### src/rtl/tvsg_pkg.sv
// shared types, codes and tables for the three voice sound generator
package tvsg_pkg;

  localparam int unsigned NUM_REGS   = 16;
  localparam int unsigned IDX_W      = 4;
  localparam int unsigned NUM_VOICES = 3;
  localparam int unsigned TONE_W     = 12;
  localparam int unsigned NOISE_P_W  = 5;
  localparam int unsigned NOISE_C_W  = 6;
  localparam int unsigned NOISE_S_W  = 17;
  localparam int unsigned ENV_P_W    = 16;
  localparam int unsigned ENV_C_W    = 21;
  localparam int unsigned ENV_S_W    = 5;
  localparam int unsigned VOL_W      = 4;
  localparam int unsigned LEVEL_W    = 6;
  localparam int unsigned AMP_W      = 7;

  // operation codes
  localparam logic [1:0] OP_LATCH = 2'd0;
  localparam logic [1:0] OP_WRITE = 2'd1;
  localparam logic [1:0] OP_READ  = 2'd2;
  localparam logic [1:0] OP_TICK  = 2'd3;

  // register indexes
  localparam logic [IDX_W-1:0] REG_TONE_A_LO = 4'd0;
  localparam logic [IDX_W-1:0] REG_NOISE_P   = 4'd6;
  localparam logic [IDX_W-1:0] REG_MIXER     = 4'd7;
  localparam logic [IDX_W-1:0] REG_VOL_A     = 4'd8;
  localparam logic [IDX_W-1:0] REG_ENV_LO    = 4'd11;
  localparam logic [IDX_W-1:0] REG_ENV_HI    = 4'd12;
  localparam logic [IDX_W-1:0] REG_ENV_SHAPE = 4'd13;

  // shape register bits
  localparam int unsigned SHAPE_HOLD   = 0;
  localparam int unsigned SHAPE_ALT    = 1;
  localparam int unsigned SHAPE_ATTACK = 2;
  localparam int unsigned SHAPE_CONT   = 3;

  // volume register bit that selects the envelope
  localparam int unsigned VOL_ENV_SEL = 4;

  typedef struct packed {
    logic tick;
    logic restart;
    logic attack;
  } env_ctl_t;

  typedef struct packed {
    logic [2*NUM_VOICES-1:0]        mix_off;
    logic [NUM_VOICES-1:0][4:0]     vol_reg;
    logic [NUM_VOICES-1:0]          tone_level;
    logic                           noise_level;
    logic [VOL_W-1:0]               env_volume;
  } mix_in_t;

  function automatic logic [LEVEL_W-1:0] level_lookup(input logic [VOL_W-1:0] v);
    logic [LEVEL_W-1:0] r;
    case (v)
      4'd0:    r = 6'd0;
      4'd1:    r = 6'd1;
      4'd2:    r = 6'd2;
      4'd3:    r = 6'd3;
      4'd4:    r = 6'd4;
      4'd5:    r = 6'd5;
      4'd6:    r = 6'd7;
      4'd7:    r = 6'd10;
      4'd8:    r = 6'd13;
      4'd9:    r = 6'd18;
      4'd10:   r = 6'd24;
      4'd11:   r = 6'd30;
      4'd12:   r = 6'd36;
      4'd13:   r = 6'd40;
      4'd14:   r = 6'd42;
      default: r = 6'd42;
    endcase
    return r;
  endfunction

endpackage

### src/rtl/three_voice_sound_generator.sv
// three voice sound generator top level
// an input transaction reaches the result through the input register and then the result register
// throughput: one transaction per cycle while out_stall is low, every operation including ticks
// the input register lets one more transaction in while a result is stalled
// reset: synchronous active-low; register file, counters and handshake state clear,
// noise shift register loads one, all periods read as one
module three_voice_sound_generator (
  input  logic       clk,
  input  logic       rst_n,
  input  logic       in_valid,
  output logic       in_stall,
  input  logic [1:0] in_operation,
  input  logic [7:0] in_write_data,
  output logic       out_valid,
  input  logic       out_stall,
  output logic [7:0] out_read_data,
  output logic [6:0] out_amplitude
);

  // input register stage
  logic       s1_valid_r;
  logic [1:0] s1_op_r;
  logic [7:0] s1_data_r;

  // result register stage
  logic       out_valid_r;
  logic [7:0] out_read_data_r, out_read_data_nxt;
  logic [6:0] out_amplitude_r, out_amplitude_nxt;

  // programmer-visible state
  logic [7:0]                 rf_r   [tvsg_pkg::NUM_REGS];
  logic [7:0]                 rf_nxt [tvsg_pkg::NUM_REGS];
  logic [tvsg_pkg::IDX_W-1:0] idx_r;

  logic advance, in_take;
  logic is_latch, is_write, is_read, is_tick;

  logic [tvsg_pkg::NUM_VOICES-1:0][tvsg_pkg::TONE_W-1:0] tone_period;
  logic [tvsg_pkg::NUM_VOICES-1:0]                       tone_level_nxt;
  logic [tvsg_pkg::NOISE_P_W-1:0]                        noise_period;
  logic                                                  noise_level_nxt;
  logic [tvsg_pkg::ENV_P_W-1:0]                          env_period;
  logic [tvsg_pkg::VOL_W-1:0]                            env_volume_nxt;
  tvsg_pkg::env_ctl_t                                    env_ctl;
  tvsg_pkg::mix_in_t                                     mix_in;

  // a held transaction moves on when the result register is empty or draining
  assign advance  = s1_valid_r & (~out_valid_r | ~out_stall);
  assign in_stall = s1_valid_r & ~advance;
  assign in_take  = in_valid & ~in_stall;

  assign is_latch = advance & (s1_op_r == tvsg_pkg::OP_LATCH);
  assign is_write = advance & (s1_op_r == tvsg_pkg::OP_WRITE);
  assign is_read  = advance & (s1_op_r == tvsg_pkg::OP_READ);
  assign is_tick  = advance & (s1_op_r == tvsg_pkg::OP_TICK);

  always_ff @(posedge clk) begin
    if (!rst_n) begin
      s1_valid_r <= 1'b0;
    end else if (in_take) begin
      s1_valid_r <= 1'b1;
    end else if (advance) begin
      s1_valid_r <= 1'b0;
    end
  end

  always_ff @(posedge clk) begin
    if (in_take) begin
      s1_op_r   <= in_operation;
      s1_data_r <= in_write_data;
    end
  end

  // register file: the write lands in the next-state view so the mixer sees it
  always_comb begin
    for (int i = 0; i < tvsg_pkg::NUM_REGS; i++) begin
      rf_nxt[i] = (is_write && idx_r == i[tvsg_pkg::IDX_W-1:0]) ? s1_data_r : rf_r[i];
    end
  end

  always_ff @(posedge clk) begin
    if (!rst_n) begin
      for (int i = 0; i < tvsg_pkg::NUM_REGS; i++) begin
        rf_r[i] <= '0;
      end
      idx_r <= '0;
    end else begin
      for (int i = 0; i < tvsg_pkg::NUM_REGS; i++) begin
        rf_r[i] <= rf_nxt[i];
      end
      if (is_latch) begin
        idx_r <= s1_data_r[tvsg_pkg::IDX_W-1:0];
      end
    end
  end

  // periods come straight from the register bytes, zero counts as one
  always_comb begin
    for (int c = 0; c < tvsg_pkg::NUM_VOICES; c++) begin
      tone_period[c] = {rf_r[2*c + 1][3:0], rf_r[2*c]};
      if (tone_period[c] == '0) begin
        tone_period[c] = 12'd1;
      end
    end
    noise_period = rf_r[tvsg_pkg::REG_NOISE_P][tvsg_pkg::NOISE_P_W-1:0];
    if (noise_period == '0) begin
      noise_period = 5'd1;
    end
    env_period = {rf_r[tvsg_pkg::REG_ENV_HI], rf_r[tvsg_pkg::REG_ENV_LO]};
    if (env_period == '0) begin
      env_period = 16'd1;
    end
  end

  // writing the shape register restarts the envelope
  assign env_ctl.tick    = is_tick;
  assign env_ctl.restart = is_write & (idx_r == tvsg_pkg::REG_ENV_SHAPE);
  assign env_ctl.attack  = s1_data_r[tvsg_pkg::SHAPE_ATTACK];

  genvar g;
  generate
    for (g = 0; g < tvsg_pkg::NUM_VOICES; g++) begin : g_tone
      tvsg_tone u_tone (
        .clk       (clk),
        .rst_n     (rst_n),
        .tick      (is_tick),
        .period    (tone_period[g]),
        .level_nxt (tone_level_nxt[g])
      );
    end
  endgenerate

  tvsg_noise u_noise (
    .clk       (clk),
    .rst_n     (rst_n),
    .tick      (is_tick),
    .period    (noise_period),
    .level_nxt (noise_level_nxt)
  );

  tvsg_env u_env (
    .clk        (clk),
    .rst_n      (rst_n),
    .ctl        (env_ctl),
    .period     (env_period),
    .shape      (rf_r[tvsg_pkg::REG_ENV_SHAPE][3:0]),
    .volume_nxt (env_volume_nxt)
  );

  // amplitude reflects the state after this transaction
  always_comb begin
    mix_in.mix_off     = rf_nxt[tvsg_pkg::REG_MIXER][2*tvsg_pkg::NUM_VOICES-1:0];
    for (int c = 0; c < tvsg_pkg::NUM_VOICES; c++) begin
      mix_in.vol_reg[c] = rf_nxt[tvsg_pkg::REG_VOL_A + c[tvsg_pkg::IDX_W-1:0]][4:0];
    end
    mix_in.tone_level  = tone_level_nxt;
    mix_in.noise_level = noise_level_nxt;
    mix_in.env_volume  = env_volume_nxt;
  end

  tvsg_mix u_mix (
    .mi        (mix_in),
    .amplitude (out_amplitude_nxt)
  );

  assign out_read_data_nxt = is_read ? rf_r[idx_r] : 8'd0;

  // result register
  always_ff @(posedge clk) begin
    if (!rst_n) begin
      out_valid_r <= 1'b0;
    end else if (advance) begin
      out_valid_r <= 1'b1;
    end else if (!out_stall) begin
      out_valid_r <= 1'b0;
    end
  end

  always_ff @(posedge clk) begin
    if (advance) begin
      out_read_data_r <= out_read_data_nxt;
      out_amplitude_r <= out_amplitude_nxt;
    end
  end

  assign out_valid     = out_valid_r;
  assign out_read_data = out_read_data_r;
  assign out_amplitude = out_amplitude_r;

endmodule

### src/rtl/tvsg_tone.sv
// one square-wave tone channel
module tvsg_tone (
  input  logic                        clk,
  input  logic                        rst_n,
  input  logic                        tick,
  input  logic [tvsg_pkg::TONE_W-1:0] period,
  output logic                        level_nxt
);

  logic [tvsg_pkg::TONE_W-1:0] cnt_r, cnt_nxt, cnt_inc;
  logic                        level_r;

  always_comb begin
    cnt_inc   = cnt_r + 12'd1;
    cnt_nxt   = cnt_r;
    level_nxt = level_r;
    if (tick) begin
      cnt_nxt = cnt_inc;
      if (cnt_inc >= period) begin
        cnt_nxt   = '0;
        level_nxt = ~level_r;
      end
    end
  end

  always_ff @(posedge clk) begin
    if (!rst_n) begin
      cnt_r   <= '0;
      level_r <= 1'b0;
    end else begin
      cnt_r   <= cnt_nxt;
      level_r <= level_nxt;
    end
  end

endmodule

### src/rtl/tvsg_noise.sv
// noise generator: period counter and 17-bit shift register
module tvsg_noise (
  input  logic                           clk,
  input  logic                           rst_n,
  input  logic                           tick,
  input  logic [tvsg_pkg::NOISE_P_W-1:0] period,
  output logic                           level_nxt
);

  logic [tvsg_pkg::NOISE_C_W-1:0] cnt_r, cnt_nxt, cnt_inc, limit;
  logic [tvsg_pkg::NOISE_S_W-1:0] shift_r, shift_nxt;
  logic                           level_r;
  logic                           fb;

  always_comb begin
    cnt_inc   = cnt_r + 6'd1;
    limit     = {period, 1'b0};
    fb        = shift_r[0] ^ shift_r[3];
    cnt_nxt   = cnt_r;
    shift_nxt = shift_r;
    level_nxt = level_r;
    if (tick) begin
      cnt_nxt = cnt_inc;
      if (cnt_inc >= limit) begin
        cnt_nxt   = '0;
        shift_nxt = {fb, shift_r[tvsg_pkg::NOISE_S_W-1:1]};
        level_nxt = shift_r[1];
      end
    end
  end

  always_ff @(posedge clk) begin
    if (!rst_n) begin
      cnt_r   <= '0;
      shift_r <= 17'd1;
      level_r <= 1'b0;
    end else begin
      cnt_r   <= cnt_nxt;
      shift_r <= shift_nxt;
      level_r <= level_nxt;
    end
  end

endmodule

### src/rtl/tvsg_env.sv
// envelope unit with attack, alternate, hold and continue rules
module tvsg_env (
  input  logic                         clk,
  input  logic                         rst_n,
  input  tvsg_pkg::env_ctl_t           ctl,
  input  logic [tvsg_pkg::ENV_P_W-1:0] period,
  input  logic [3:0]                   shape,
  output logic [tvsg_pkg::VOL_W-1:0]   volume_nxt
);

  logic [tvsg_pkg::ENV_C_W-1:0] cnt_r, cnt_nxt, cnt_inc, limit;
  logic [tvsg_pkg::ENV_S_W-1:0] step_r, step_nxt;
  logic                         attack_r, attack_nxt, flip;
  logic [tvsg_pkg::VOL_W-1:0]   vol_r;
  logic                         cont, alt, hold;

  always_comb begin
    cont       = shape[tvsg_pkg::SHAPE_CONT];
    alt        = shape[tvsg_pkg::SHAPE_ALT];
    hold       = shape[tvsg_pkg::SHAPE_HOLD];
    cnt_inc    = cnt_r + 21'd1;
    limit      = {period, 5'd0};
    flip       = attack_r ^ alt;
    cnt_nxt    = cnt_r;
    step_nxt   = step_r;
    attack_nxt = attack_r;
    volume_nxt = vol_r;
    if (ctl.restart) begin
      cnt_nxt    = '0;
      step_nxt   = '0;
      attack_nxt = ctl.attack;
      volume_nxt = ctl.attack ? 4'd0 : 4'd15;
    end else if (ctl.tick) begin
      cnt_nxt = cnt_inc;
      if (cnt_inc >= limit) begin
        cnt_nxt = '0;
        // step stays at or below 16, so bit 4 marks the end of a ramp
        if (!step_r[tvsg_pkg::ENV_S_W-1]) begin
          volume_nxt = attack_r ? step_r[3:0] : 4'd15 - step_r[3:0];
          step_nxt   = step_r + 5'd1;
        end else if (!cont) begin
          volume_nxt = 4'd0;
        end else if (hold) begin
          volume_nxt = flip ? 4'd15 : 4'd0;
        end else begin
          attack_nxt = flip;
          step_nxt   = '0;
          volume_nxt = flip ? 4'd0 : 4'd15;
        end
      end
    end
  end

  always_ff @(posedge clk) begin
    if (!rst_n) begin
      cnt_r    <= '0;
      step_r   <= '0;
      attack_r <= 1'b0;
      vol_r    <= '0;
    end else begin
      cnt_r    <= cnt_nxt;
      step_r   <= step_nxt;
      attack_r <= attack_nxt;
      vol_r    <= volume_nxt;
    end
  end

endmodule

### src/rtl/tvsg_mix.sv
// channel gating, volume table lookup and amplitude sum
module tvsg_mix (
  input  tvsg_pkg::mix_in_t              mi,
  output logic [tvsg_pkg::AMP_W-1:0]     amplitude
);

  logic [tvsg_pkg::NUM_VOICES-1:0][tvsg_pkg::LEVEL_W-1:0] lvl;
  logic [tvsg_pkg::VOL_W-1:0] v;
  logic                       gate;

  always_comb begin
    for (int c = 0; c < tvsg_pkg::NUM_VOICES; c++) begin
      gate = (mi.mix_off[c] | mi.tone_level[c]) &
             (mi.mix_off[c + tvsg_pkg::NUM_VOICES] | mi.noise_level);
      v    = mi.vol_reg[c][tvsg_pkg::VOL_ENV_SEL] ? mi.env_volume : mi.vol_reg[c][3:0];
      lvl[c] = gate ? tvsg_pkg::level_lookup(v) : '0;
    end
    amplitude = {1'b0, lvl[0]} + {1'b0, lvl[1]} + {1'b0, lvl[2]};
  end

endmodule

### config.mk
export PLATFORM = sky130hd
export DESIGN_NAME = three_voice_sound_generator
export DESIGN_NICKNAME = d
export VERILOG_FILES = /design/src/rtl/tvsg_pkg.sv /design/src/rtl/three_voice_sound_generator.sv /design/src/rtl/tvsg_tone.sv /design/src/rtl/tvsg_noise.sv /design/src/rtl/tvsg_env.sv /design/src/rtl/tvsg_mix.sv
export SDC_FILE = /design/constraint.sdc
export NUM_CORES = 1
export LEC_CHECK = 0
export BUFFER_PORTS_ARGS = -buffer_cell sky130_fd_sc_hd__buf_2
export CAP_MARGIN = 20
export CORE_ASPECT_RATIO = 1.5
export CORE_MARGIN = 5
export CORE_UTILIZATION = 45
export DETAILED_ROUTE_END_ITERATION = 16
export PLACE_DENSITY_LB_ADDON = 0.3
export SYNTH_ARGS = -nofsm -noshare
export SYNTH_HDL_FRONTEND = slang
export SYNTH_SLANG_ARGS = --single-unit
### constraint.sdc
create_clock -name clk -period 7.35 [get_ports clk]
set_input_delay 1.1025 -clock clk [delete_from_list [all_inputs] [get_ports clk]]
set_output_delay 1.1025 -clock clk [all_outputs]
set_load 0.02 [all_outputs]
; After elaboration in Yosys (flattened, before gate mapping)
; Memories as Yosys holds them, arrays and structs flattened. A register that Yosys moved wholly into a read port is not among the register bits.
; Index checks and enable logic that the tools add are counted.
[word_totals]
register_bits = 117
mem_bits_rw = 128
mem_bits_ro = 288
in_bits = 14
output_inout_bits = 17
wordCells = 231
mem_count = 4
[op_classes]
add_sub_neg = 9
n_lt_le_gt_ge = 5
n_eq_ne = 28
mux = 81
bitwise = 44
reduce_logical = 40
[mem_list]
columns = name, depth, width, rd, rd_ports_with_merged_regs, wr, line_no
row1 = rf_r, 16, 8, 15, 1, 16, three_voice_sound_generator.sv:31  ; logic [7:0] rf_r [tvsg_pkg::NUM_REGS];
row2 = (name not given), 16, 6, 1, 0, 0, tvsg_pkg.sv:58  ; case (v)
row3 = (name not given), 16, 6, 1, 0, 0, tvsg_pkg.sv:58
row4 = (name not given), 16, 6, 1, 0, 0, tvsg_pkg.sv:58
[ops]
columns = op, n
row1 = two-way mux 8 bit, 32
row2 = two-way mux 12 bit, 6
row3 = two-way mux 4 bit, 13
row4 = adder 12 x 1 -> 12 bit (second input constant), 3
row5 = >= comparator 12 bit, 3
row6 = zero test 12 bit, 3
row7 = equality test 4 bit (second input constant), 8
row8 = two-way mux 6 bit, 4
row9 = OR 1 bit, 23
row10 = adder 21 x 1 -> 21 bit (second input constant), 1
row11 = >= comparator 21 bit, 1
row12 = two-way mux 21 bit, 1
row13 = two-way mux 1 bit, 20
row14 = two-way mux 5 bit, 4
row15 = equality test 4 x 3 -> 1 bit (second input constant), 4
row16 = logical AND 1 bit, 16
row17 = zero test 16 bit, 1
row18 = two-way mux 16 bit, 1
row19 = AND reduction 2 bit, 8
row20 = AND 1 bit, 11
row21 = nonzero test 2 bit, 5
row22 = equality test 4 x 2 -> 1 bit (second input constant), 2
row23 = NOT 1 bit, 8
row24 = adder 6 x 6 -> 7 bit, 1
row25 = 19 further kinds, 28

; Depth between registers and ports, before layout
; Gate-level depths: netlist of the first run.
; An unclocked memory read counts as a cell.
[logic_depth]
ltp_word = 14
ltp_mapped = 29

; Modules after synthesis
; Synthesis of the first run repeated with hierarchy kept, for this count alone.
[unflattened]
hier_cells = 1582
hier_area_um2 = 15056.9
[by_module_without_submodules]
columns = mod, n_inst, cells_each, area_each_um2, seq_area_each_um2
row1 = three_voice_sound_generator, 1, 651, 7339.5, 3593.4
row2 = tvsg_tone, 3, 130, 1048.5, 260.2
row3 = tvsg_env, 1, 301, 2314.7, 620.6
row4 = tvsg_mix, 1, 131, 1169.9, 0.0
row5 = tvsg_noise, 1, 109, 1087.3, 480.5

; Worst setup path before layout of the first run
; OpenSTA, ideal clock, no wires.
[synth_timing]
path_kind = register -> register
start = register u_env.cnt_r[3] (netlist bit)
end = register out_amplitude_r[5], in the netlist out_amplitude[5] (data pin)
setup_time_ns = 0.258
arrival_ns = 5.772
slack_ns = 1.320
path_stages_with_launch = 27
n_path_buf = 0
path_cell_list = dfxtp_1 -> and3_2 -> and3_1 -> nand4_1 -> nor2_1 -> and2_1 -> nand4_1 -> xnor2_1 -> ha_1 -> nand4_1 -> nor2_1 -> o2bb2ai_1 -> nor2_1 -> a211oi_1 -> a211oi_2 -> o311ai_0 -> o21a_1 -> inv_1 -> ha_1 -> mux2_2 -> a32o_1 -> fa_1 -> ha_1 -> fa_1 -> a21o_1 -> a21oi_1 -> xnor2_1
[synth_via]
elab_chain_len = 10
elab_cells_between_ends = 16
cone_classes = add/sub (3) / order compare (1) / mux (9) / memory (3)
[synth_lines]
columns = element, line_no
row1 = start: declaration, tvsg_env.sv:11  ; logic [tvsg_pkg::ENV_C_W-1:0] cnt_r, cnt_nxt, cnt_inc, limit;
row2 = start signal: assignment, tvsg_env.sv:61  ; cnt_r <= cnt_nxt;
row3 = adder 21 x 1 -> 21 bit (*), tvsg_env.sv:21  ; cnt_inc = cnt_r + 21'd1;
row4 = >= comparator 21 bit (*), tvsg_env.sv:35  ; if (cnt_inc >= limit) begin
row5 = two-way mux 4 bit (*), tvsg_env.sv:35
row6 = two-way mux 4 bit (*), tvsg_env.sv:33  ; end else if (ctl.tick) begin
row7 = two-way mux 4 bit (*), tvsg_env.sv:28  ; if (ctl.restart) begin
row8 = two-way mux 4 bit, tvsg_mix.sv:15  ; v = mi.vol_reg[c][tvsg_pkg::VOL_ENV_SEL] ? mi.env_volume : mi.vol_reg[c][3:0];
row9 = memory (16 x 6 bit), -
row10 = two-way mux 6 bit, tvsg_mix.sv:16  ; lvl[c] = gate ? tvsg_pkg::level_lookup(v) : '0;
row11 = adder 6 x 6 -> 7 bit, tvsg_mix.sv:18  ; amplitude = {1'b0, lvl[0]} + {1'b0, lvl[1]} + {1'b0, lvl[2]};
row12 = adder 7 x 6 -> 7 bit (*), tvsg_mix.sv:18
row13 = named net out_amplitude_nxt[5], three_voice_sound_generator.sv:28  ; logic [6:0] out_amplitude_r, out_amplitude_nxt;
row14 = end signal: assignment, three_voice_sound_generator.sv:182  ; out_amplitude_r <= out_amplitude_nxt;
row15 = end: declaration, three_voice_sound_generator.sv:28
; Mark *: on every way through the listed nets, which the timed path passes. The rest lies on a longest branch.
; A chain may end at the register's enable or synchronous reset.

; Final worst setup path of the first run
[layout_timing]
start = register u_env.cnt_r[3] (netlist bit)
end = register out_amplitude_r[6], in the netlist out_amplitude[6] (data pin)
; The elaborated chain is that of the path after synthesis.

==> results of run 1 <==
==> cell type report <==
class | instances | area (um^2) | area share, %
Clock buffer | 36 | 791 | 4.86
Clock inverter | 10 | 91.3 | 0.561
Inverter | 89 | 334 | 2.05
Multi-Input combinational cell | 1177 | 8700 | 53.5
Sequential cell | 253 | 5480 | 33.7
Tap cell | 415 | 519 | 3.19
Timing Repair Buffer | 57 | 355 | 2.18
==> layer usage <==
layer / vias to the layer above / track usage, % / wire (um)
met1: 5567 / 23.5 / 15000
li1: 5657 / - / -
met2: 278 / 37.8 / 19700
met5: - / 0 / 0
met3: 110 / 2.01 / 1360
met4: 0 / 10.1 / 2220
==> per-stage QoR <==
| step | instances | power, mW |
|---|---|---|
| 3_3_place_gp | 1991 | 1.59 |
| 3_5_place_dp | 1991 | 1.60 |
| 4_1_cts | 2037 | 2.96 |
| 5_1_grt | 2037 | 3.02 |
| 6_report | 2037 | 2.93 |
| 2_1_floorplan | 1600 | 1.55 |
==> tightest hold or removal path, cell delays in order, from the launching register on <==
cell	delay, ns
sky130_fd_sc_hd__dfxtp_1	0.31
sky130_fd_sc_hd__nand2_1	0.05
sky130_fd_sc_hd__a21boi_0	0.06
==> logic make-up (layout without fill, tap and decap cells) <==
| family | after synthesis | after routing |
|---|---|---|
| and+or+nand+nor | 601 | 601 |
| AOI/OAI and AO/OA | 312 | 312 |
| DFF | 253 | 253 |
| buffers and inverters | 170 | 192 |
| muxes | 106 | 106 |
| adders and majority gates | 90 | 90 |
| xor gates and xnor gates | 68 | 68 |
==> flip-flops by register name, summed over array words and instances, names as in the netlist, 4 cells and up <==
register             count
u_env.vol_r              4
g_tone.u_tone.cnt_r     36
rf_r                   128
u_env.cnt_r             21
s1_data_r                8
u_env.step_r             5
u_noise.cnt_r            6
out_amplitude            7
idx_r                    4
out_read_data            8
u_noise.shift_r         17
==> power by group through the flow <==
stage | Combinational [mW] | Clock (mW) | Sequential [mW]
final | 0.123 | 1.37 | 1.44
after global routing | 0.131 | 1.45 | 1.44
after CTS | 0.123 | 1.39 | 1.44
after detailed placement | 0.123 | 0 | 1.47
after global placement | 0.121 | 0 | 1.47
after floorplan | 0.0856 | 0 | 1.46
==> cells in the final DEF (no fill, tap or decap), drive strengths merged, types with 4 or more instances in the layout <==
| master | Yosys | final |
|---|---|---|
| nand2 | 221 | 221 |
| dfxtp | 212 | 212 |
| a21boi | 91 | 91 |
| inv | 89 | 91 |
| nor2b | 87 | 87 |
| ha | 83 | 83 |
| mux2i | 64 | 64 |
| o21ai | 64 | 64 |
| nor2 | 62 | 62 |
| buf | 12 | 57 |
| nand3 | 53 | 53 |
| a21oi | 48 | 48 |
| edfxtp | 41 | 41 |
| mux4 | 40 | 40 |
| xor2 | 37 | 37 |
| clkbuf | 69 | 36 |
| and3 | 33 | 33 |
| xnor2 | 30 | 30 |
| nand3b | 25 | 25 |
| and2 | 25 | 25 |
| nor4 | 24 | 24 |
| nor3 | 24 | 24 |
| a21o | 15 | 15 |
| or3 | 11 | 11 |
| a22oi | 11 | 11 |
| a211oi | 10 | 10 |
| nand4 | 9 | 9 |
| nand2b | 8 | 8 |
| a2bb2oi | 8 | 8 |
| or2 | 8 | 8 |
| o21a | 7 | 7 |
| fa | 7 | 7 |
| o211ai | 6 | 6 |
| a211o | 6 | 6 |
| clkinv | 0 | 5 |
| a31oi | 4 | 4 |
| a41oi | 4 | 4 |
| nor3b | 4 | 4 |
==> worst min path at each step <==
stage | start | endpoint | slack (ns) | depth (start not counted)
after floorplan | rf_r[10][5] | rf_r[10][5] | 0.44 | 2
after global placement | rf_r[13][7] | rf_r[13][7] | 0.45 | 2
after detailed placement | rf_r[13][7] | rf_r[13][7] | 0.46 | 2
after CTS | rf_r[8][6] | rf_r[8][6] | 0.47 | 2
after global routing | rf_r[13][5] | rf_r[13][5] | 0.48 | 2
final | u_noise.shift_r[2] | u_noise.shift_r[1] | 0.46 | 2
==> PnR_summary.wiki, run 1 <==
{| class="wikitable"
! Metric !! Value
|-
| Run status || finished, final reports clean
|-
| Port Buffer Count || 30
|-
| Slowest-stage cell, CP || sky130_fd_sc_hd__a2111oi_0
|-
| Crit path buf inv count || 1
|-
| Total core area || 32,600 um^2
|-
| Area of all placed cells without fillers || ~16,000 um^2
|-
| Cell area after placement || 15,400 um^2
|-
| Number of nets produced by synthesis || 1,704
|-
| # Max-Cap Violations || 0
|-
| Fraction of synthesized area in multiplexers || between 10% and 20%
|-
| Final Max Tran Viols || 0
|-
| Portion of total power attributed to sequential cells || 49.2%
|-
| Seq cells post-synth || 253
|-
| Largest area contributor in the synthesized netlist || sky130_fd_sc_hd__dfxtp_1
|-
| TritonCTS Sinks || about 250
|-
| Clock network fraction of total power || 46.6%
|-
| Share of synthesized flip-flops with an asynchronous set or reset || 0%
|-
| Sequential fraction of the synthesis area || between 30 and 40%
|-
| CP startpoint || u_env.cnt_r[3]
|-
| Most frequent cell after synthesis || sky130_fd_sc_hd__nand2_1
|-
| Psw || about 680 uW
|-
| Routed wire per std cell || ~19 um
|-
| Placer congestion estimate || a little under 0.9
|-
| Number of global-route vias before repair || 11,400
|-
| Worst r2r src || u_env.cnt_r[3]
|-
| XOR/XNOR share of the synthesized area || approximately 4.1%
|-
| Pre-antenna DRT Iters || 6
|-
| Remaining DRCs || 0
|-
| Max frequency || approximately 140 MHz
|-
| Top cells by count, synth || sky130_fd_sc_hd__nand2_1, sky130_fd_sc_hd__dfxtp_1, sky130_fd_sc_hd__a21boi_0
|-
| Count of inserted antenna diode cells || 0
|-
| Leading register cell type out of synthesis || sky130_fd_sc_hd__dfxtp_1
|-
| Synth area leaders || sky130_fd_sc_hd__dfxtp_1, sky130_fd_sc_hd__edfxtp_1, sky130_fd_sc_hd__ha_1, sky130_fd_sc_hd__mux4_2, sky130_fd_sc_hd__nand2_1
|-
| Simple logic cell fraction of the synthesized area || between 20 and 25%
|-
| Overall fraction of global-route tracks in use || around 21%
|-
| Num ports || 31
|-
| Logic depth of the worst path, buffers included || 26
|-
| Complex-gate fraction of the synthesized area || roughly 15%
|-
| Critical Path RT || ~7.7 ns
|-
| Number of warnings issued by yosys || 0
|-
| Layout area overhead || 9.27%
|-
| Filler instances || between 3,000 and 4,000
|-
| Unrepaired setup endpoints after global routing || no
|-
| DIE WIDTH || 159 um
|-
| Routed Wire Length || roughly 38,000 um
|-
| Clock Root Buffer || sky130_fd_sc_hd__clkbuf_16
|-
| Worst hold path class || register to register
|-
| Worst Clk Skew || roughly 0.017 ns
|-
| Count of flip-flops with a built-in enable after synthesis || just over 40
|-
| Critical path class || register to register
|-
| End-of-flow core utilization || between 40 and 50%
|-
| Max transition margin || around a third
|-
| Number of standard cells after synthesis || around 1,600
|-
| Die area || roughly 37,000 um^2
|-
| Peak fanout along the critical path || 6
|-
| Worst Max-Slew Pin Slew || between 1 and 1.5 ns
|-
| Maximum level of the CTS H-tree || 1
|-
| Final period demand of the worst path || a little over 7 ns
|-
| Post-CTS setup buffer count || 0
|-
| Deepest clock path buffer count || 3
|-
| Share of post-route cells with drive strength above 1 || 11.8%
|-
| Endpoint of the worst register-to-register path || out_amplitude[6]
|-
| Kind of start point of the critical path || register
|-
| Final HPWL DP || around 27,000 um
|-
| CTS Buf Count || 25
|-
| PostCTS Resize Cnt || 0
|-
| Arrival time at the worst endpoint || 7.36 ns
|-
| Final-layout setup total negative slack || 0 ns
|-
| Total congestion overflow || 0
|-
| Initial antenna violation count || 0
|-
| Delay-heaviest family, CP || compound AO/OA/AOI/OAI gates
|-
| Clock edge transition at the registers on the reported setup and hold paths || roughly 0.070 ns
|-
| Type of element capturing the critical path || register
|-
| Clock tree from TritonCTS || built
|-
| Number of distinct library cell variants in the gate-level netlist after synthesis || 94
|-
| Dominant combinational cell family by area after synthesis || simple AND/OR/NAND/NOR gates
|-
| Setup slack of the most critical reg-to-reg path || around 0.29 ns
|-
| Largest net degree at the start of global routing || between 90 and 100
|-
| Highest ir drop seen on vdd || 0.140 mV
|-
| Synthesized cell area || 14,900 um^2
|-
| Synthesized area per cell || approximately 9.3 um^2
|-
| Reported leakage power || 5.95 nW
|-
| Number of nets in the finished design || roughly 1,700
|-
| Detailed Route Iter0 Violations || roughly 870
|-
| ANT nets after route || 0
|-
| Depth of the worst register-to-register path || 26
|-
| Post-route worst hold slack || 0.463 ns
|-
| Portion of the clock cycle consumed by the worst path in the final layout || 96.1%
|-
| Clock network latency to the later pin of the worst-skew pair || roughly 0.55 ns
|-
| Synth top area share || 28.5%
|-
| Final setup violating endpoints || 0
|-
| Vias after detailed routing || between 10,000 and 15,000
|-
| PwrDens || 180 nW/um^2
|-
| Last element of the critical path || out_amplitude[6]
|-
| Crit path largest cell delay || between 0.6 and 0.7 ns
|-
| Cell-internal power || about 2.3 mW
|-
| Fraction of power spent switching nets || a little under a quarter
|-
| Global-route wire length before repair || 61,100 um
|-
| Final worst-path setup slack || between 0.2 and 0.3 ns
|-
| Die Ht || approximately 230 um
|-
| Post-CTS Hold Buffers || 0
|-
| Routed vias/inst || 5.70
|-
| Starting density of the core || 45.6%
|-
| Worst setup slack after placement || 0.479 ns
|-
| Core Rows || just over 80
|-
| Adder-Cell Fraction of Synth Area || 7.92%
|-
| Number of hold violations in the final report || 0
|-
| Combinational fraction of design power || under 10%
|}
Note: power is estimated with default switching activity, not from simulation.
==> run 2, diff against run 1 <==
--- a/config.mk
+++ b/config.mk
@@ -8,10 +8,11 @@
 export BUFFER_PORTS_ARGS = -buffer_cell sky130_fd_sc_hd__buf_2
 export CAP_MARGIN = 20
 export CORE_ASPECT_RATIO = 1.5
-export CORE_MARGIN = 5
+export CORE_MARGIN = 2
 export CORE_UTILIZATION = 45
 export DETAILED_ROUTE_END_ITERATION = 16
 export PLACE_DENSITY_LB_ADDON = 0.3
+export REMOVE_ABC_BUFFERS = 1
 export SYNTH_ARGS = -nofsm -noshare
 export SYNTH_HDL_FRONTEND = slang
 export SYNTH_SLANG_ARGS = --single-unit
==> run 2 against run 1 <==
Sequential cell count unchanged; global-route usage increased by 1.4 points; sequential power about the same; critical endpoint is now out_amplitude[5].
==> PnR_summary.wiki, run 2 (synthesized netlist as in run 1, its figures left out) <==
{| class="wikitable"
! Metric !! Value
|-
| Run status || finished, final reports clean
|-
| Pre-antenna DRT Iters || 5
|-
| Routed vias/inst || 5.72
|-
| Delay-heaviest family, CP || simple AND/OR/NAND/NOR gates
|-
| Unrepaired setup endpoints after global routing || no
|-
| Number of hold violations in the final report || 0
|-
| Worst Max-Slew Pin Slew || 1.05 ns
|-
| PostCTS Resize Cnt || 0
|-
| Critical path class || register to register
|-
| Reported leakage power || just under 6 nW
|-
| PwrDens || between 150 and 200 nW/um^2
|-
| Routed Wire Length || about 38,000 um
|-
| Num ports || 31
|-
| Post-CTS Hold Buffers || 0
|-
| Routed wire per std cell || 18.5 um
|-
| Worst hold path class || register to register
|-
| Peak fanout along the critical path || 7
|-
| Crit path largest cell delay || roughly 0.42 ns
|-
| Portion of the clock cycle consumed by the worst path in the final layout || between 90% and 100%
|-
| Starting density of the core || a little under half
|-
| Slowest-stage cell, CP || sky130_fd_sc_hd__fa_1
|-
| Worst setup slack after placement || about 0.63 ns
|-
| Final period demand of the worst path || approximately 6.8 ns
|-
| Most frequent standard cell in the layout excluding fill and tap cells || sky130_fd_sc_hd__nand2_1
|-
| Initial antenna violation count || 0
|-
| Clock network latency to the later pin of the worst-skew pair || around 0.55 ns
|-
| Vias after detailed routing || about 12,000
|-
| Number of global-route vias before repair || ~12,000
|-
| Depth of the worst register-to-register path || 26
|-
| Deepest clock path buffer count || 3
|-
| Arrival time at the worst endpoint || slightly above 7 ns
|-
| Critical Path RT || around 7.7 ns
|-
| Final-layout setup total negative slack || 0 ns
|-
| Worst Clk Skew || ~0.012 ns
|-
| Max transition margin || approximately 30%
|-
| ANT nets after route || 0
|-
| Crit path buf inv count || 1
|-
| Global-route wire length before repair || 61,800 um
|-
| Power, Total || approximately 3 mW
|-
| Total core area || ~33,000 um^2
|-
| Remaining DRCs || 0
|-
| Total congestion overflow || 0
|-
| Detailed Route Iter0 Violations || 731
|-
| Max frequency || approximately 150 MHz
|-
| Post-CTS setup buffer count || 0
|-
| Worst r2r src || u_env.cnt_r[3]
|-
| Clock tree from TritonCTS || built
|-
| Type of element capturing the critical path || register
|-
| Clock Root Buffer || sky130_fd_sc_hd__clkbuf_16
|-
| Highest-count cells in the layout ignoring fill and taps || sky130_fd_sc_hd__nand2_1, sky130_fd_sc_hd__dfxtp_1, sky130_fd_sc_hd__a21boi_0
|-
| Number of nets in the finished design || between 1,500 and 2,000
|-
| Layout area overhead || 9.23%
|-
| Endpoint of the worst register-to-register path || out_amplitude[5]
|-
| Final HPWL DP || 26,700 um
|-
| CTS Buf Count || 26
|-
| Worst hold start || u_noise.shift_r[6]
|-
| DIE WIDTH || 153 um
|-
| Capture endpoint of the worst hold path || u_noise.shift_r[5]
|-
| Placed cell count || 1,991
|-
| Port Buffer Count || 30
|-
| Final worst-path setup slack || 0.583 ns
|-
| TritonCTS Sinks || around 250
|-
| Setup slack of the most critical reg-to-reg path || 0.58 ns
|-
| Core Rows || 81
|-
| Largest register FFs || between 100 and 150
|-
| Biggest regs || rf_r (128), g_tone.u_tone.cnt_r (36), u_env.cnt_r (21)
|-
| Clock edge transition at the registers on the reported setup and hold paths || about 0.060 ns
|-
| # Max-Cap Violations || 0
|-
| Kind of start point of the critical path || register
|-
| Placer congestion estimate || ~0.85
|-
| Final instance count without filler cells || 2,039
|-
| Reg with most FFs || rf_r
|-
| Share of post-route cells with drive strength above 1 || a little under an eighth
|-
| Maximum level of the CTS H-tree || 1
|-
| Die area || between 30,000 and 40,000 um^2
|-
| Final setup violating endpoints || 0
|-
| Die Ht || around 230 um
|-
| Final Max Tran Viols || 0
|-
| Overall fraction of global-route tracks in use || 22.0%
|-
| End-of-flow core utilization || about half
|-
| Highest ir drop seen on vdd || about 0.15 mV
|-
| Largest net degree at the start of global routing || 74
|-
| Count of inserted antenna diode cells || 0
|-
| Number of instances on the worst hold path || 2
|}
==> run 2: worst max-delay path by stage <==
stage,startpoint,end,cells after the start
floorplan,idx_r[0],out_amplitude[5],15
global placement,u_env.cnt_r[3],out_amplitude[5],25
detailed placement,u_env.cnt_r[3],out_amplitude[5],25
CTS,u_env.cnt_r[3],out_amplitude[5],25
global route,u_env.cnt_r[3],out_amplitude[5],25
finish,u_env.cnt_r[3],out_amplitude[5],26
==> run 2: power breakdown <==
| group | internal [mW] | total, mW | switching [mW] |
|---|---|---|---|
| logic | 0.0459 | 0.125 | 0.0794 |
| registers | 1.42 | 1.44 | 0.0154 |
| clock network | 0.780 | 1.35 | 0.572 |
==> run 2: worst register-to-register path: stages, from the launching register on <==
cell and delay, ns:
sky130_fd_sc_hd__dfxtp_1 0.41, sky130_fd_sc_hd__and3_2 0.22, sky130_fd_sc_hd__and3_1 0.20, sky130_fd_sc_hd__nand4_1 0.20, sky130_fd_sc_hd__nor2_1 0.32, sky130_fd_sc_hd__and2_1 0.25, sky130_fd_sc_hd__nand4_1 0.13, sky130_fd_sc_hd__xnor2_1 0.17
sky130_fd_sc_hd__ha_1 0.33, sky130_fd_sc_hd__nand4_1 0.25, sky130_fd_sc_hd__nor2_1 0.22, sky130_fd_sc_hd__o2bb2ai_2 0.18, sky130_fd_sc_hd__nor2_1 0.17, sky130_fd_sc_hd__a211oi_1 0.34, sky130_fd_sc_hd__a211oi_2 0.13, sky130_fd_sc_hd__o311ai_0 0.31
sky130_fd_sc_hd__o21a_1 0.29, sky130_fd_sc_hd__inv_1 0.09, sky130_fd_sc_hd__ha_1 0.31, sky130_fd_sc_hd__mux2_2 0.27, sky130_fd_sc_hd__a32o_1 0.28, sky130_fd_sc_hd__fa_1 0.42, sky130_fd_sc_hd__ha_1 0.22, sky130_fd_sc_hd__fa_1 0.40
sky130_fd_sc_hd__a21o_1 0.17, sky130_fd_sc_hd__a21oi_1 0.17, sky130_fd_sc_hd__xnor2_1 0.08
==> run 2: stage by stage <==
step	hold slack (ns)	area [um^2]
3_5_place_dp	0.458	15400
3_3_place_gp	0.446	15400
5_1_grt	0.482	16300
2_1_floorplan	0.440	14500
4_1_cts	0.466	16300
6_report	0.460	16300
==> run 2: routing by layer <==
metal  vias up  wire length (um)  share of wire [%]  global-route usage (%)
met5         -                 0                  0                       0
met4         0              1170                3.1                    8.12
met1      5640             15700                 42                    26.7
met2       282             19100                 51                    39.9
li1       5668                 -                  -                       -
met3        72              1760                4.7                    2.73
==> run 2: final cells by class <==
class	instances	area [um^2]
well taps	415	519
fillers	3098	16400
repair buffers	57	355
flip-flops and latches	253	5480
clock inverters	9	78.8
multi-input cells	1177	8710
inverters	89	334
clock buffers	39	792
==> run 3, diff against run 2 <==
--- a/config.mk
+++ b/config.mk
@@ -5,6 +5,7 @@
 export SDC_FILE = /design/constraint.sdc
 export NUM_CORES = 1
 export LEC_CHECK = 0
+export ABC_AREA = 0
 export BUFFER_PORTS_ARGS = -buffer_cell sky130_fd_sc_hd__buf_2
 export CAP_MARGIN = 20
 export CORE_ASPECT_RATIO = 1.5
@@ -15,4 +16,5 @@
 export REMOVE_ABC_BUFFERS = 1
 export SYNTH_ARGS = -nofsm -noshare
 export SYNTH_HDL_FRONTEND = slang
+export SYNTH_HIERARCHICAL = 1
 export SYNTH_SLANG_ARGS = --single-unit
==> run 3 against run 2 <==
Synthesized cell count fell by 1.1%; first-iteration DRC count fell by 9.3%; critical path depth fell by 3; sequential power barely moved; clock power rose by 3%.
==> PnR_summary.wiki, run 3 <==
{| class="wikitable"
! Metric !! Value
|-
| Largest register FFs || about 130
|-
| Final period demand of the worst path || about 6.6 ns
|-
| Routed Wire Length || approximately 37,000 um
|-
| Endpoint of the worst register-to-register path || out_amplitude[6]
|-
| Count of inserted antenna diode cells || 0
|-
| Detailed Route Iter0 Violations || roughly 660
|-
| Setup slack of the most critical reg-to-reg path || approximately 0.7 ns
|-
| Area of all placed cells without fillers || 16,100 um^2
|-
| Final Max Tran Viols || 0
|-
| PwrDens || between 150 and 200 nW/um^2
|-
| Worst Max-Slew Pin Slew || ~1.1 ns
|-
| Synth area leaders || sky130_fd_sc_hd__dfxtp_1, sky130_fd_sc_hd__mux2i_1, sky130_fd_sc_hd__edfxtp_1, sky130_fd_sc_hd__ha_1, sky130_fd_sc_hd__nand2_1
|-
| Clock edge transition at the registers on the reported setup and hold paths || 0.06 ns
|-
| Clock network latency to the later pin of the worst-skew pair || approximately 0.55 ns
|-
| Remaining DRCs || 0
|-
| Routed vias/inst || approximately 5.8
|-
| Portion of the clock cycle consumed by the worst path in the final layout || between 90% and 100%
|-
| Leading register cell type out of synthesis || sky130_fd_sc_hd__dfxtp_1
|-
| Reported leakage power || between 6 and 7 nW
|-
| Run status || finished, final reports clean
|-
| Filler instances || about 3,000
|-
| Count of flip-flops with a built-in enable after synthesis || 41
|-
| Number of distinct library cell variants in the gate-level netlist after synthesis || 86
|-
| Type of element capturing the critical path || register
|-
| Total core area || 33,200 um^2
|-
| Number of global-route vias before repair || 11,200
|-
| Final setup violating endpoints || 0
|-
| Highest ir drop seen on vdd || roughly 0.16 mV
|-
| Layout area overhead || 6.94%
|-
| Number of standard cells after synthesis || ~1,600
|-
| Global-route wire length before repair || between 50,000 and 60,000 um
|-
| Synthesized cell area || 15,100 um^2
|-
| Arrival time at the worst endpoint || about 7 ns
|-
| Placer congestion estimate || 0.871
|-
| Die Ht || roughly 230 um
|-
| Clock Root Buffer || sky130_fd_sc_hd__clkbuf_16
|-
| Starting density of the core || 45.3%
|-
| Maximum level of the CTS H-tree || 1
|-
| # Max-Cap Violations || 0
|-
| Synthesized area per cell || 9.52 um^2
|-
| Total congestion overflow || 0
|-
| Sequential fraction of the synthesis area || between 30% and 40%
|-
| Cell area after placement || between 15,000 and 20,000 um^2
|-
| Top cells by count, synth || sky130_fd_sc_hd__nand2_1, sky130_fd_sc_hd__dfxtp_1, sky130_fd_sc_hd__mux2i_1
|-
| Routed wire per std cell || 18.8 um
|-
| Crit path largest cell delay || 0.63 ns
|-
| Unrepaired setup endpoints after global routing || no
|-
| Number of instances on the worst hold path || 2
|-
| Post-route worst hold slack || between 0.4 and 0.5 ns
|-
| Most frequent standard cell in the layout excluding fill and tap cells || sky130_fd_sc_hd__nand2_1
|-
| Share of synthesized flip-flops with an asynchronous set or reset || 0%
|-
| Highest-count cells in the layout ignoring fill and taps || sky130_fd_sc_hd__nand2_1, sky130_fd_sc_hd__dfxtp_1, sky130_fd_sc_hd__mux2i_1
|-
| Worst hold start || rf_r[3][7]
|-
| Critical path class || register to register
|-
| Overall fraction of global-route tracks in use || about 21%
|-
| Post-CTS setup buffer count || 0
|-
| Worst hold path class || register to register
|-
| CP Cell Sequence || ha_1 -> nand3_1 -> nor4_1 -> nand4_1 -> xnor2_1 -> ha_1 -> nand4_1 -> nor3_1 -> nand4_1 -> o211a_1 -> nor3_1 -> a21oi_1 -> mux2i_1 -> inv_1 -> ha_1 -> nor4_1 -> a21oi_1 -> fa_1 -> inv_1 -> ha_1 -> a211oi_1 -> nor4b_1 -> a2111oi_0
|-
| DIE WIDTH || roughly 150 um
|-
| Deepest clock path buffer count || 3
|-
| Kind of start point of the critical path || register
|-
| Worst Clk Skew || about 0.0098 ns
|-
| Port Buffer Count || 30
|-
| Depth of the worst register-to-register path || 23
|-
| Peak fanout along the critical path || 5
|-
| CTS Buf Count || 27
|-
| Initial antenna violation count || 0
|-
| Number of warnings issued by yosys || 6
|-
| Pre-antenna DRT Iters || 5
|-
| Post-CTS Hold Buffers || 0
|-
| Critical Path RT || around 7.7 ns
|-
| Final worst-path setup slack || between 0.7 and 0.8 ns
|-
| Clock tree from TritonCTS || built
|-
| Slowest-stage cell, CP || sky130_fd_sc_hd__nor4_1
|-
| Biggest regs || rf_r (128), g_tone.u_tone/cnt_r (36), u_env/cnt_r (21)
|-
| Placed cell count || between 1,500 and 2,000
|-
| Capture endpoint of the worst hold path || rf_r[3][7]
|-
| Final-layout setup total negative slack || 0 ns
|-
| Max transition margin || between 20% and 30%
|-
| Final instance count without filler cells || slightly below 2,000
|-
| Largest net degree at the start of global routing || 93
|-
| Number of nets in the finished design || around 1,600
|-
| Delay-heaviest family, CP || simple AND/OR/NAND/NOR gates
|-
| Worst setup slack after placement || 0.785 ns
|-
| Cell occurring most often along the worst timing path || sky130_fd_sc_hd__ha_1
|-
| ANT nets after route || 0
|-
| Final HPWL DP || between 20,000 and 30,000 um
|-
| Core Rows || between 80 and 90
|-
| Largest area contributor in the synthesized netlist || sky130_fd_sc_hd__dfxtp_1
|-
| PostCTS Resize Cnt || 0
|-
| Most frequent cell after synthesis || sky130_fd_sc_hd__nand2_1
|-
| Max frequency || about 150 MHz
|-
| Vias after detailed routing || 11,300
|-
| TritonCTS Sinks || 253
|-
| Seq cells post-synth || about 250
|-
| Synth top area share || between 20% and 30%
|-
| Number of hold violations in the final report || 0
|-
| Num ports || 31
|-
| Worst r2r src || u_env/cnt_r[0]
|-
| Die area || 35,000 um^2
|-
| Share of post-route cells with drive strength above 1 || about an eighth
|-
| Crit path buf inv count || 2
|-
| Reg with most FFs || rf_r
|}
## run 3: how the worst max path moves through the flow
stage	depth (start not counted)	to	start	slack, ns
6_report	23	out_amplitude[6]	u_env/cnt_r[0]	0.71
5_1_grt	23	out_amplitude[6]	u_env/cnt_r[0]	0.03
4_1_cts	23	out_amplitude[6]	u_env/cnt_r[1]	0.77
3_5_place_dp	23	out_amplitude[6]	u_env/cnt_r[0]	0.78
3_3_place_gp	22	out_amplitude[5]	u_env/cnt_r[0]	1.08
2_1_floorplan	21	out_amplitude[6]	u_env/cnt_r[0]	1.26
## run 3: area by class of cell
cell class	count	area, um^2	area share, %
sequential	253	5480	34.0
timing repair buffer	50	310	1.93
tap	420	526	3.26
multi-input combinational	1089	8530	53.0
clock inverter	14	168	1.04
inverter	95	357	2.21
clock buffer	36	731	4.54
## run 3: power breakdown
| group | switching [mW] | internal, mW |
|---|---|---|
| Combinational | 0.104 | 0.0448 |
| Clock | 0.583 | 0.812 |
| Sequential | 0.0186 | 1.43 |
## run 3: cells by family after synthesis
group,after synthesis,share of synthesized area (%)
buffers and inverters,240,6.97
adder cells (fa/ha/maj),90,7.83
multiplexers,227,18.3
XOR/XNOR,64,3.72
flip-flops,253,36.4
AO/OA/AOI/OAI,215,9.98
AND/OR/NAND/NOR,493,16.8
## run 3: per-layer routing
metal | part of all wire [%] | global-route usage, % | up-vias
li1 | - | - | 5486
met4 | 3.6 | 8.00 | 0
met3 | 3.3 | 2.39 | 77
met1 | 42 | 24.9 | 5486
met2 | 51 | 37.8 | 231
met5 | 0 | 0 | -
## run 3: metrics by stage
step | utilization [%] | total power, mW
5_1_grt | 48.4 | 3.08
3_3_place_gp | 45.7 | 1.62
4_1_cts | 48.4 | 3.02
2_1_floorplan | - | 1.55
6_report | 48.4 | 2.99
3_5_place_dp | 45.7 | 1.62
## run 3: worst min-delay path: stages, from the launching register on
cell                      delay (ns)
sky130_fd_sc_hd__dfxtp_1        0.31
sky130_fd_sc_hd__nand2_1        0.05
sky130_fd_sc_hd__mux2i_1        0.05
